## src/rtl/core/mep_pkg.sv

```systemverilog
// mep_pkg: shared types, constants and the blue color table for the escape-time pixel core
// no dependencies; imported by every other file of the block

package mep_pkg;

	// field widths
	localparam int PIX_W = 12;
	localparam int CNT_W = 8;
	localparam int COLOR_W = 24;
	localparam int REG_W = 32;
	localparam int MUL_W = 33;
	localparam int PROD_W = 64;
	localparam int SUM_W = 65;

	// parameter defaults
	localparam int MAX_ITER_DEF = 255;
	localparam int FRAC_BITS_DEF = 26;
	localparam int COORD_BITS_DEF = 12;

	// configuration register indexes
	localparam int CFG_IDX_W = 2;
	typedef enum logic [CFG_IDX_W-1:0] {
		REG_X_START = 2'd0,
		REG_Y_START = 2'd1,
		REG_X_STEP  = 2'd2,
		REG_Y_STEP  = 2'd3
	} cfg_index_t;

	// register reset values
	localparam logic signed [REG_W-1:0] X_START_RST = -32'sd134217728;
	localparam logic signed [REG_W-1:0] Y_START_RST = -32'sd100663296;
	localparam logic signed [REG_W-1:0] X_STEP_RST = 32'sd314573;
	localparam logic signed [REG_W-1:0] Y_STEP_RST = 32'sd419430;

	// green channel nibble masks
	localparam logic [CNT_W-1:0] NIB_LO = 8'h0f;
	localparam logic [CNT_W-1:0] NIB_HI = 8'hf0;

	typedef struct packed {
		logic signed [REG_W-1:0] x_start;
		logic signed [REG_W-1:0] y_start;
		logic signed [REG_W-1:0] x_step;
		logic signed [REG_W-1:0] y_step;
	} cfg_t;

	// control from the top level to the iteration engine
	typedef struct packed {
		logic start;
		logic take;
	} iter_ctl_t;

	// status from the iteration engine
	typedef struct packed {
		logic             idle;
		logic             done;
		logic [CNT_W-1:0] count;
	} iter_sts_t;

	// clamp a wide sum into the signed 32-bit range
	function automatic logic signed [REG_W-1:0] sat32(input logic signed [SUM_W-1:0] v);
		logic signed [REG_W-1:0] r;
		if (!v[SUM_W-1] && (|v[SUM_W-2:REG_W-1])) begin
			r = {1'b0, {(REG_W-1){1'b1}}};
		end else if (v[SUM_W-1] && !(&v[SUM_W-2:REG_W-1])) begin
			r = {1'b1, {(REG_W-1){1'b0}}};
		end else begin
			r = v[REG_W-1:0];
		end
		return r;
	endfunction

	// blue table: floor(127 + 127*sin(n/255)) by a fixed-point series, built at elaboration
	localparam int SIN_SCALE_BITS = 47;
	localparam int SERIES_TERMS = 12;
	localparam int ROM_DEPTH = 256;
	localparam logic [63:0] BLUE_DEN = 64'd255;
	localparam logic [63:0] BLUE_AMP = 64'd127;
	localparam logic [63:0] SERIES_DIV [SERIES_TERMS] = '{
		64'd6, 64'd20, 64'd42, 64'd72, 64'd110, 64'd156,
		64'd210, 64'd272, 64'd342, 64'd420, 64'd506, 64'd600
	};

	typedef logic [CNT_W-1:0] blue_rom_t [ROM_DEPTH];

	function automatic logic [CNT_W-1:0] blue_of(input logic [CNT_W-1:0] n);
		logic [63:0] nn;
		logic [63:0] t;
		logic [63:0] sum;
		logic [63:0] res;
		nn = 64'(n);
		t = ((BLUE_AMP * nn) << SIN_SCALE_BITS) / BLUE_DEN;
		sum = t;
		for (int k = 0; k < SERIES_TERMS; k++) begin
			t = t * nn / BLUE_DEN;
			t = t * nn / BLUE_DEN;
			t = t / SERIES_DIV[k];
			if (k % 2 == 1) sum = sum + t;
			else sum = sum - t;
		end
		res = BLUE_AMP + (sum >> SIN_SCALE_BITS);
		return res[CNT_W-1:0];
	endfunction

	function automatic blue_rom_t build_blue_rom();
		blue_rom_t r;
		for (int i = 0; i < ROM_DEPTH; i++) begin
			r[i] = blue_of(CNT_W'(i));
		end
		return r;
	endfunction

	localparam blue_rom_t BLUE_ROM = build_blue_rom();

endpackage

```

## src/rtl/core/mep_mul.sv

```systemverilog
// mep_mul: shared signed 33x33 multiplier with a registered product
// depends on mep_pkg for operand and product widths

module mep_mul import mep_pkg::*; (
	input  logic                     clk,
	input  logic signed [MUL_W-1:0]  a,
	input  logic signed [MUL_W-1:0]  b,
	output logic signed [PROD_W-1:0] p_q
);

	logic signed [2*MUL_W-1:0] prod;

	// full product, low 64 bits hold every value the sequencer asks for
	assign prod = a * b;

	always_ff @(posedge clk) begin
		p_q <= prod[PROD_W-1:0];
	end

endmodule

```

## src/rtl/core/mep_iter.sv

```systemverilog
// mep_iter: sequencer and datapath for one pixel, forms c and iterates z = z*z + c
// depends on mep_pkg and mep_mul

module mep_iter import mep_pkg::*; #(
	parameter int MAX_ITER   = MAX_ITER_DEF,
	parameter int FRAC_BITS  = FRAC_BITS_DEF,
	parameter int COORD_BITS = COORD_BITS_DEF
) (
	input  logic             clk,
	input  logic             arst_n,
	input  cfg_t             cfg,
	input  logic [PIX_W-1:0] col_in,
	input  logic [PIX_W-1:0] row_in,
	input  iter_ctl_t        ctl,
	output iter_sts_t        sts
);

	localparam logic [PROD_W-1:0] ESC_LIMIT = PROD_W'(4) << (2 * FRAC_BITS);
	localparam logic [CNT_W-1:0] ITER_LIMIT = CNT_W'(MAX_ITER);

	typedef enum logic [7:0] {
		ST_IDLE = 8'b0000_0001,
		ST_MCR  = 8'b0000_0010,
		ST_MCI  = 8'b0000_0100,
		ST_MXX  = 8'b0000_1000,
		ST_MYY  = 8'b0001_0000,
		ST_MXY  = 8'b0010_0000,
		ST_UPD  = 8'b0100_0000,
		ST_DONE = 8'b1000_0000
	} state_t;

	state_t state_q;

	logic [COORD_BITS-1:0] col_q;
	logic [COORD_BITS-1:0] row_q;
	logic signed [REG_W-1:0] cr_q;
	logic signed [REG_W-1:0] ci_q;
	logic signed [REG_W-1:0] x_q;
	logic signed [REG_W-1:0] y_q;
	logic signed [REG_W-1:0] nx_q;
	logic signed [PROD_W-1:0] xx_q;
	logic [CNT_W-1:0] n_q;

	logic [PIX_W+COORD_BITS-1:0] col_ext;
	logic [PIX_W+COORD_BITS-1:0] row_ext;
	logic signed [MUL_W-1:0] mul_a;
	logic signed [MUL_W-1:0] mul_b;
	logic signed [PROD_W-1:0] p_q;

	logic [PROD_W-1:0] mag2;
	logic escape;
	logic signed [PROD_W-1:0] diff;
	logic signed [PROD_W-1:0] diff_sh;
	logic signed [PROD_W-1:0] xy_sh;
	logic signed [SUM_W-1:0] cr_sum;
	logic signed [SUM_W-1:0] ci_sum;
	logic signed [SUM_W-1:0] nx_sum;
	logic signed [SUM_W-1:0] ny_sum;

	// keep the low COORD_BITS of each pixel index
	assign col_ext = {{COORD_BITS{1'b0}}, col_in};
	assign row_ext = {{COORD_BITS{1'b0}}, row_in};

	// operand select for the shared multiplier
	always_comb begin
		mul_a = '0;
		mul_b = '0;
		unique case (state_q)
			ST_MCR: begin
				mul_a = {cfg.x_step[REG_W-1], cfg.x_step};
				mul_b = MUL_W'(col_q);
			end
			ST_MCI: begin
				mul_a = {cfg.y_step[REG_W-1], cfg.y_step};
				mul_b = MUL_W'(row_q);
			end
			ST_MXX: begin
				mul_a = {x_q[REG_W-1], x_q};
				mul_b = {x_q[REG_W-1], x_q};
			end
			ST_MYY: begin
				mul_a = {y_q[REG_W-1], y_q};
				mul_b = {y_q[REG_W-1], y_q};
			end
			ST_MXY: begin
				mul_a = {x_q[REG_W-1], x_q};
				mul_b = {y_q[REG_W-1], y_q};
			end
			ST_UPD: begin
				mul_a = {nx_q[REG_W-1], nx_q};
				mul_b = {nx_q[REG_W-1], nx_q};
			end
			ST_IDLE, ST_DONE: begin
				mul_a = '0;
				mul_b = '0;
			end
			default: begin
				mul_a = '0;
				mul_b = '0;
			end
		endcase
	end

	mep_mul u_mul (
		.clk (clk),
		.a   (mul_a),
		.b   (mul_b),
		.p_q (p_q)
	);

	// c from start plus step times index
	assign cr_sum = {p_q[PROD_W-1], p_q} + SUM_W'(cfg.x_start);
	assign ci_sum = {p_q[PROD_W-1], p_q} + SUM_W'(cfg.y_start);

	// escape test, p_q holds y*y in ST_MXY
	assign mag2 = xx_q + p_q;
	assign escape = (mag2 >= ESC_LIMIT) || (n_q >= ITER_LIMIT);

	// next real part, p_q holds y*y
	assign diff = xx_q - p_q;
	assign diff_sh = diff >>> FRAC_BITS;
	assign nx_sum = {diff_sh[PROD_W-1], diff_sh} + SUM_W'(cr_q);

	// next imaginary part, p_q holds x*y in ST_UPD
	assign xy_sh = p_q >>> (FRAC_BITS - 1);
	assign ny_sum = {xy_sh[PROD_W-1], xy_sh} + SUM_W'(ci_q);

	// sequencer
	always_ff @(posedge clk or negedge arst_n) begin
		if (!arst_n) begin
			state_q <= ST_IDLE;
		end else begin
			unique case (state_q)
				ST_IDLE: if (ctl.start) state_q <= ST_MCR;
				ST_MCR:  state_q <= ST_MCI;
				ST_MCI:  state_q <= ST_MXX;
				ST_MXX:  state_q <= ST_MYY;
				ST_MYY:  state_q <= ST_MXY;
				ST_MXY:  state_q <= escape ? ST_DONE : ST_UPD;
				ST_UPD:  state_q <= ST_MYY;
				ST_DONE: if (ctl.take) state_q <= ST_IDLE;
				default: state_q <= ST_IDLE;
			endcase
		end
	end

	// datapath registers
	always_ff @(posedge clk) begin
		unique case (state_q)
			ST_IDLE: begin
				if (ctl.start) begin
					col_q <= col_ext[COORD_BITS-1:0];
					row_q <= row_ext[COORD_BITS-1:0];
				end
			end
			ST_MCI: begin
				cr_q <= sat32(cr_sum);
				x_q <= '0;
				y_q <= '0;
				n_q <= '0;
			end
			ST_MXX: ci_q <= sat32(ci_sum);
			ST_MYY: xx_q <= p_q;
			ST_MXY: nx_q <= sat32(nx_sum);
			ST_UPD: begin
				x_q <= nx_q;
				y_q <= sat32(ny_sum);
				n_q <= n_q + 1'b1;
			end
			ST_MCR, ST_DONE: begin
			end
			default: begin
			end
		endcase
	end

	assign sts.idle = (state_q == ST_IDLE);
	assign sts.done = (state_q == ST_DONE);
	assign sts.count = n_q;

endmodule

```

## config.mk

```make
export PLATFORM = sky130hd
export DESIGN_NAME = mep_iter
export DESIGN_NICKNAME = d
export VERILOG_FILES = /design/src/rtl/core/mep_pkg.sv /design/src/rtl/core/mep_mul.sv /design/src/rtl/core/mep_iter.sv
export SDC_FILE = /design/constraint.sdc
export NUM_CORES = 2
export LEC_CHECK = 0
export BUFFER_PORTS_ARGS = -buffer_cell sky130_fd_sc_hd__buf_4
export CAP_MARGIN = 25
export CORE_AREA = 2 2 289 433
export CTS_CLUSTER_DIAMETER = 150
export DETAILED_ROUTE_END_ITERATION = 10
export DIE_AREA = 0 0 291 435
export PLACE_DENSITY = 0.68
export SYNTH_ARGS = -nofsm -noshare
export SYNTH_HDL_FRONTEND = slang
export SYNTH_SLANG_ARGS = --single-unit
```

## constraint.sdc

```tcl
create_clock -name clk -period 14.65 [get_ports clk]
set_input_delay 2.1975 -clock clk [delete_from_list [all_inputs] [get_ports clk]]
set_output_delay 2.1975 -clock clk [all_outputs]
set_load 0.05 [all_outputs]
```

Word-level counts from Yosys, hierarchy flattened. Index checks and enable logic that the tools add are counted.

Flip-flop bits (word level): 328. Output and inout bits: 10. Logic and storage cells: 76.

$add $sub $neg: 7. Reductions and logical operators: 31. Eq/ne operators: 10. Magnitude comparators: 2. Muxes and demuxes: 14. $mul: 1.

Operator list (count): $pmux W33 S5 (2); $mux W32 (5); $reduce_and A33 Y1 (4); $reduce_or A33 Y1 (4); $add A64 B32 Y65 (2); $pmux W32 S2 (2); $add A64 B64 Y64 (1); $ge A64 B55 Y1 const B (1); $mul A33 B33 Y64 (1); $sub A64 B64 Y64 (1); $pmux W8 S7 (1); $add A39 B32 Y40 (1); $add A38 B32 Y39 (1); $mux W8 (3); $pmux W8 S2 (1); $add A8 B1 Y8 const B (1); $eq A8 B1 Y1 const B (1); $eq A8 B2 Y1 const B (1); $eq A8 B3 Y1 const B (1); $eq A8 B4 Y1 const B (1); $eq A8 B5 Y1 const B (1); $eq A8 B6 Y1 const B (1); $eq A8 B7 Y1 const B (1); $eq A8 B8 Y1 const B (1); other kinds (8) (26).

Depth between registers and ports, before layout.
Depth after elaboration: 7. Gate-level depth with buffers: 40.

Hierarchy. Synthesis repeated with hierarchy kept, for this count alone.

Cell total of the unflattened synthesis: 7675. Area, all modules: 68720.9 um^2.

Modules (own cells, without submodules): mep_mul (sequential area each 1281.2 um^2, instances 1, cells an instance 4190, area an instance 39430.3 um^2); mep_iter (sequential area each 7888.8 um^2, instances 1, cells an instance 3485, area an instance 29290.6 um^2).

Worst setup path after synthesis. OpenSTA, ideal clock, no wires.

Path type: reg-to-reg. From: reg state_q[1]. To: reg u_mul.p_q[62]. Data required time: 14.523 ns. Arrival: 11.817 ns. Path slack: 2.707 ns. Period minus slack after synthesis: 11.943 ns. Library setup time: 0.127 ns. Cell stages (with the launch flop): 37. Cell sequence: dfrtp_1 nor4_1 nor3b_1 and3b_1 clkbuf_1 clkbuf_1 clkbuf_1 a21oi_1 nand3_1 clkbuf_1 nand2_1 fa_1 fa_1 inv_1 fa_1 inv_1 fa_1 fa_1 fa_1 inv_1 fa_1 inv_1 fa_1 inv_1 ha_1 a21oi_1 nand2_1 or4b_2 o21bai_1 a41oi_1 a2111oi_0 o31ai_1 o31ai_1 o2bb2ai_1 a2bb2oi_1 o21ai_0 xor2_1.

Word-level cells in the longest chain between the ends: 4. Elaborated cells on any way between the ends: 11. Classes of those cells: mul (1); eq/ne (6); mux (2); reduce/logical (2).

Ends and longest elaborated chain: start, declared (RTL line mep_iter.sv:32) `state_t state_q;`; start signal, assigned (RTL line mep_iter.sv:139) `ST_MXY: state_q <= escape ? ST_DONE : ST_UPD;`; $eq A8 B6 Y1, or another cell as far along (RTL line mep_iter.sv:68) `unique case (state_q)`; $reduce_or A2 Y1 (no source line); $pmux W33 S5 (RTL line mep_iter.sv:68); $mul A33 B33 Y64 * (RTL line mep_mul.sv:14) `assign prod = a * b;`; named net u_mul.prod[62] (RTL line mep_mul.sv:11) `logic signed [2*MUL_W-1:0] prod;`; end signal, assigned (RTL line mep_mul.sv:17) `p_q <= prod[PROD_W-1:0];`; end, declared (RTL line mep_mul.sv:8) `output logic signed [PROD_W-1:0] p_q`.

Mark *: on every way through the listed nets, which the timed path passes. The rest lies on a longest branch. A chain may end at the register's enable or synchronous reset.

Final worst setup path. Same ends and word-level chain as after synthesis.

==> flow_summary.json <==
{
  "fin_crit_ns": 12.58,
  "grt_pass1_vias": 59300,
  "hp-class": "register to register",
  "grt_setup_unrepaired": "false",
  "placed_area_um2": 69800,
  "cp_slowest_cell": "nand3_1",
  "seq_area_frac_synth_pct": 13.7,
  "synthTopCellsByArea": "fa_1, edfxtp_1, ha_1",
  "cts_resized": 0,
  "synthToLayoutAreaGrowth_pct": 6.30,
  "cts_tree": "built",
  "grt_pass1_wl_mm": 360,
  "tns_ns": 0,
  "critical_path_arrival_ns": 13.06,
  "drc": 0,
  "avgViaCountPerCell": 6.15,
  "ys_ff_latch": 328,
  "layout-drive-gt1-share_pct": 5.86,
  "synth_cell_type_count": 106,
  "fmax_mhz": 79.5,
  "post_cts_buffers": 0,
  "p_leak_nw": 33.5,
  "setup_violations": 0,
  "grt_start_max_net_pins": 68,
  "hold_viol_final": 0,
  "gr-total-overflow": 0,
  "cp_common_cell": "fa_1",
  "drtAntennaViolNets": 0,
  "final_area_um2": 71300,
  "routedWlPerCell_um": 25.5,
  "synth_fp_nets": 9489,
  "cp-start-kind": "register",
  "clock_path_buffers": 3,
  "initial_core_util_pct": 54.5,
  "endpoint_kind": "register",
  "drtPass1Iterations": 9,
  "crit_family": "adder cells",
  "power_density_nw_per_um2": 109,
  "die_h_um": 435,
  "num_io_pins": 166,
  "htree_num_levels": 2,
  "outcome": "finished clean",
  "clkSinkCount": 328,
  "skew_ns": 0.0694,
  "maxCapViolations": 0,
  "synth-edff-count": 256,
  "synth_top_cell_area_share_pct": 33.1,
  "drt_iter0_markers": 5131,
  "maxSlewViolCount": 0,
  "coreArea_um2": 123000,
  "relSlewSlack_pct": 10.0,
  "startpoint": "state_q[1]$_DFFE_PN0P_",
  "pre_cts_slack_ns": 2.38,
  "netlist_instances": 7679,
  "timing.rr.start": "state_q[1]$_DFFE_PN0P_",
  "port_buffers": 165,
  "yosys.area.top_type": "fa_1",
  "grt.total_usage_pct": 37.9,
  "worstHoldStart": "state_q[3]$_DFFE_PN0P_",
  "num_vias": 57000,
  "cts_buffers": 38,
  "worst_slack_ns": 2.07,
  "crit_fanout": 43,
  "synth_warnings": 0,
  "cts.clk_slew.worst_paths_ns": 0.07,
  "finalCritPeriodShare_pct": 85.9,
  "worst-setup-path-type": "register to register",
  "cpPeakStageDelay_ns": 0.78,
  "crit_buf_inv": 8,
  "fin_nets": 9444,
  "yosys_most_used_dff": "edfxtp_1",
  "cts_hold_buf": 0,
  "die-area_um2": 127000,
  "antenna_found_initial": 6,
  "critPathRequiredTime_ns": 15.13,
  "die_w_um": 291,
  "netlist_area_um2": 67100,
  "num-fill-cells": 11000,
  "synthArstFlopShare_pct": 2.44,
  "clk_latency_ns": 0.63,
  "max_slew.worst_pin.slew_ns": 1.35,
  "cts_root_buf": "clkbuf_16",
  "place.gp.congestion": 1.09,
  "dp_hpwl_mm": 194,
  "avgSynthCellArea_um2": 8.73,
  "wl_mm": 237,
  "peakVddDrop_v": 0.0000831,
  "rows": 158
}
==> path summary, 6_finish.rpt <==
check	to	slack [ns]	depth (start not counted)
max	u_mul.p_q[62]$_DFF_P_	2.07	36
min	state_q[3]$_DFFE_PN0P_	0.53	1
max reg2reg	u_mul.p_q[62]$_DFF_P_	2.07	36
min reg2reg	state_q[3]$_DFFE_PN0P_	0.53	1
max in group asynchronous	state_q[0]$_DFFE_PN1P_	13.02	1
min in group asynchronous	state_q[3]$_DFFE_PN0P_	1.40	1
==> report_power, final <==
group	total [mW]	internal (mW)	switching (mW)
combinational	5.21	1.79	3.42
clock	1.11	0.633	0.475
sequential	1.44	1.21	0.230
==> area by class of cell <==
type | count | area [um2] | area share [%]
antenna | 5 | 12.5 | 0.0176
inverter | 1296 | 4860 | 6.82
tap | 1600 | 2000 | 2.81
sequential | 328 | 9170 | 12.9
multi-input combinational | 5685 | 51700 | 72.5
clock buffer | 44 | 1000 | 1.41
timing repair buffer | 285 | 2160 | 3.04
clock inverter | 26 | 407 | 0.570
==> synth_stat cells, types with 12 or more instances <==
| cell type | count |
|---|---|
| or2_2 | 16 |
| o21ai_0 | 212 |
| o31ai_1 | 22 |
| a211oi_1 | 45 |
| clkbuf_1 | 322 |
| a31o_2 | 16 |
| ha_1 | 544 |
| o31a_1 | 15 |
| a21boi_0 | 14 |
| a31oi_1 | 43 |
| nand4_1 | 108 |
| o211ai_1 | 46 |
| a22oi_1 | 25 |
| edfxtp_1 | 256 |
| or3_1 | 36 |
| a211o_1 | 13 |
| nor3_1 | 72 |
| dfxtp_1 | 64 |
| nor3b_1 | 15 |
| a21o_1 | 211 |
| xor2_1 | 103 |
| a21oi_1 | 416 |
| nand2b_1 | 77 |
| a222oi_1 | 24 |
| nor4_1 | 32 |
| nand2_1 | 915 |
| xnor2_1 | 160 |
| mux2i_1 | 13 |
| nand3_1 | 128 |
| nor2b_1 | 43 |
| o41ai_1 | 12 |
| o21a_1 | 59 |
| buf_1 | 19 |
| a2111oi_0 | 21 |
| and3_1 | 70 |
| o2111ai_1 | 12 |
| o21bai_1 | 66 |
| fa_1 | 1110 |
| inv_1 | 1296 |
| and2_1 | 62 |
| buf_6 | 12 |
| nor2_1 | 673 |
| and4_1 | 20 |
| o22ai_1 | 34 |
==> metrics by stage <==
step | hold slack [ns] | power, mW | util (%) | cells
after detailed placement | 0.523 | 6.49 | 56.7 | 9192
after global routing | 0.569 | 8.23 | 57.9 | 9267
after floorplan | 0.467 | 4.81 | - | 7679
final | 0.532 | 7.76 | 57.9 | 9269
after global placement | 0.498 | 6.44 | 56.7 | 9190
after CTS | 0.533 | 7.64 | 57.8 | 9262
==> worst reg2reg max path: cells and delay by family (launching register included) <==
family                     cells  cell delay, ns
adders and majority gates      9            4.30
DFF                            1            0.41
xor gates and xnor gates       1            0.18
AOI/OAI and AO/OA             10            2.63
and+or+nand+nor                8            3.61
buffers and inverters          8            1.28
==> logic make-up after synthesis <==
group           synth area share (%)
xor+xnor                        3.43
simple gates                    15.8
mux                            0.228
buf+inv                         9.52
fa+ha+maj                       43.3
compound gates                  14.1
flops                           13.7
==> cells in the final DEF (no fill, tap or decap), types with 45 or more instances in the layout <==
cell type  instances
and3_1            69
xor2_1           102
nand2b_1          76
inv_1           1296
a211oi_1          45
dfxtp_1           64
nor2_1           673
xnor2_1          160
nand2_1          915
o21bai_1          66
nand3_1          128
a21o_1           211
buf_4            281
o21ai_0          212
nand4_1          108
a21oi_1          403
o21a_1            59
fa_1            1110
ha_1             544
edfxtp_1         256
o211ai_1          46
nor3_1            72
and2_1            62
==> layer usage <==
metal | global-route usage (%) | part of all wire (%) | wire [um]
met5 | 0 | 0.0046 | 11
met4 | 27.2 | 9.0 | 21300
met3 | 7.57 | 8.8 | 20700
met2 | 63.9 | 48 | 113000
met1 | 42.9 | 34 | 81200
==> state kept, by name, indices dropped and copies added, names as in the netlist <==
name	count
ci_q	32
col_q	12
cr_q	32
n_q	8
nx_q	32
row_q	12
state_q	8
u_mul.p_q	64
x_q	32
xx_q	64
y_q	32
Power figures use the tool's default switching activity.
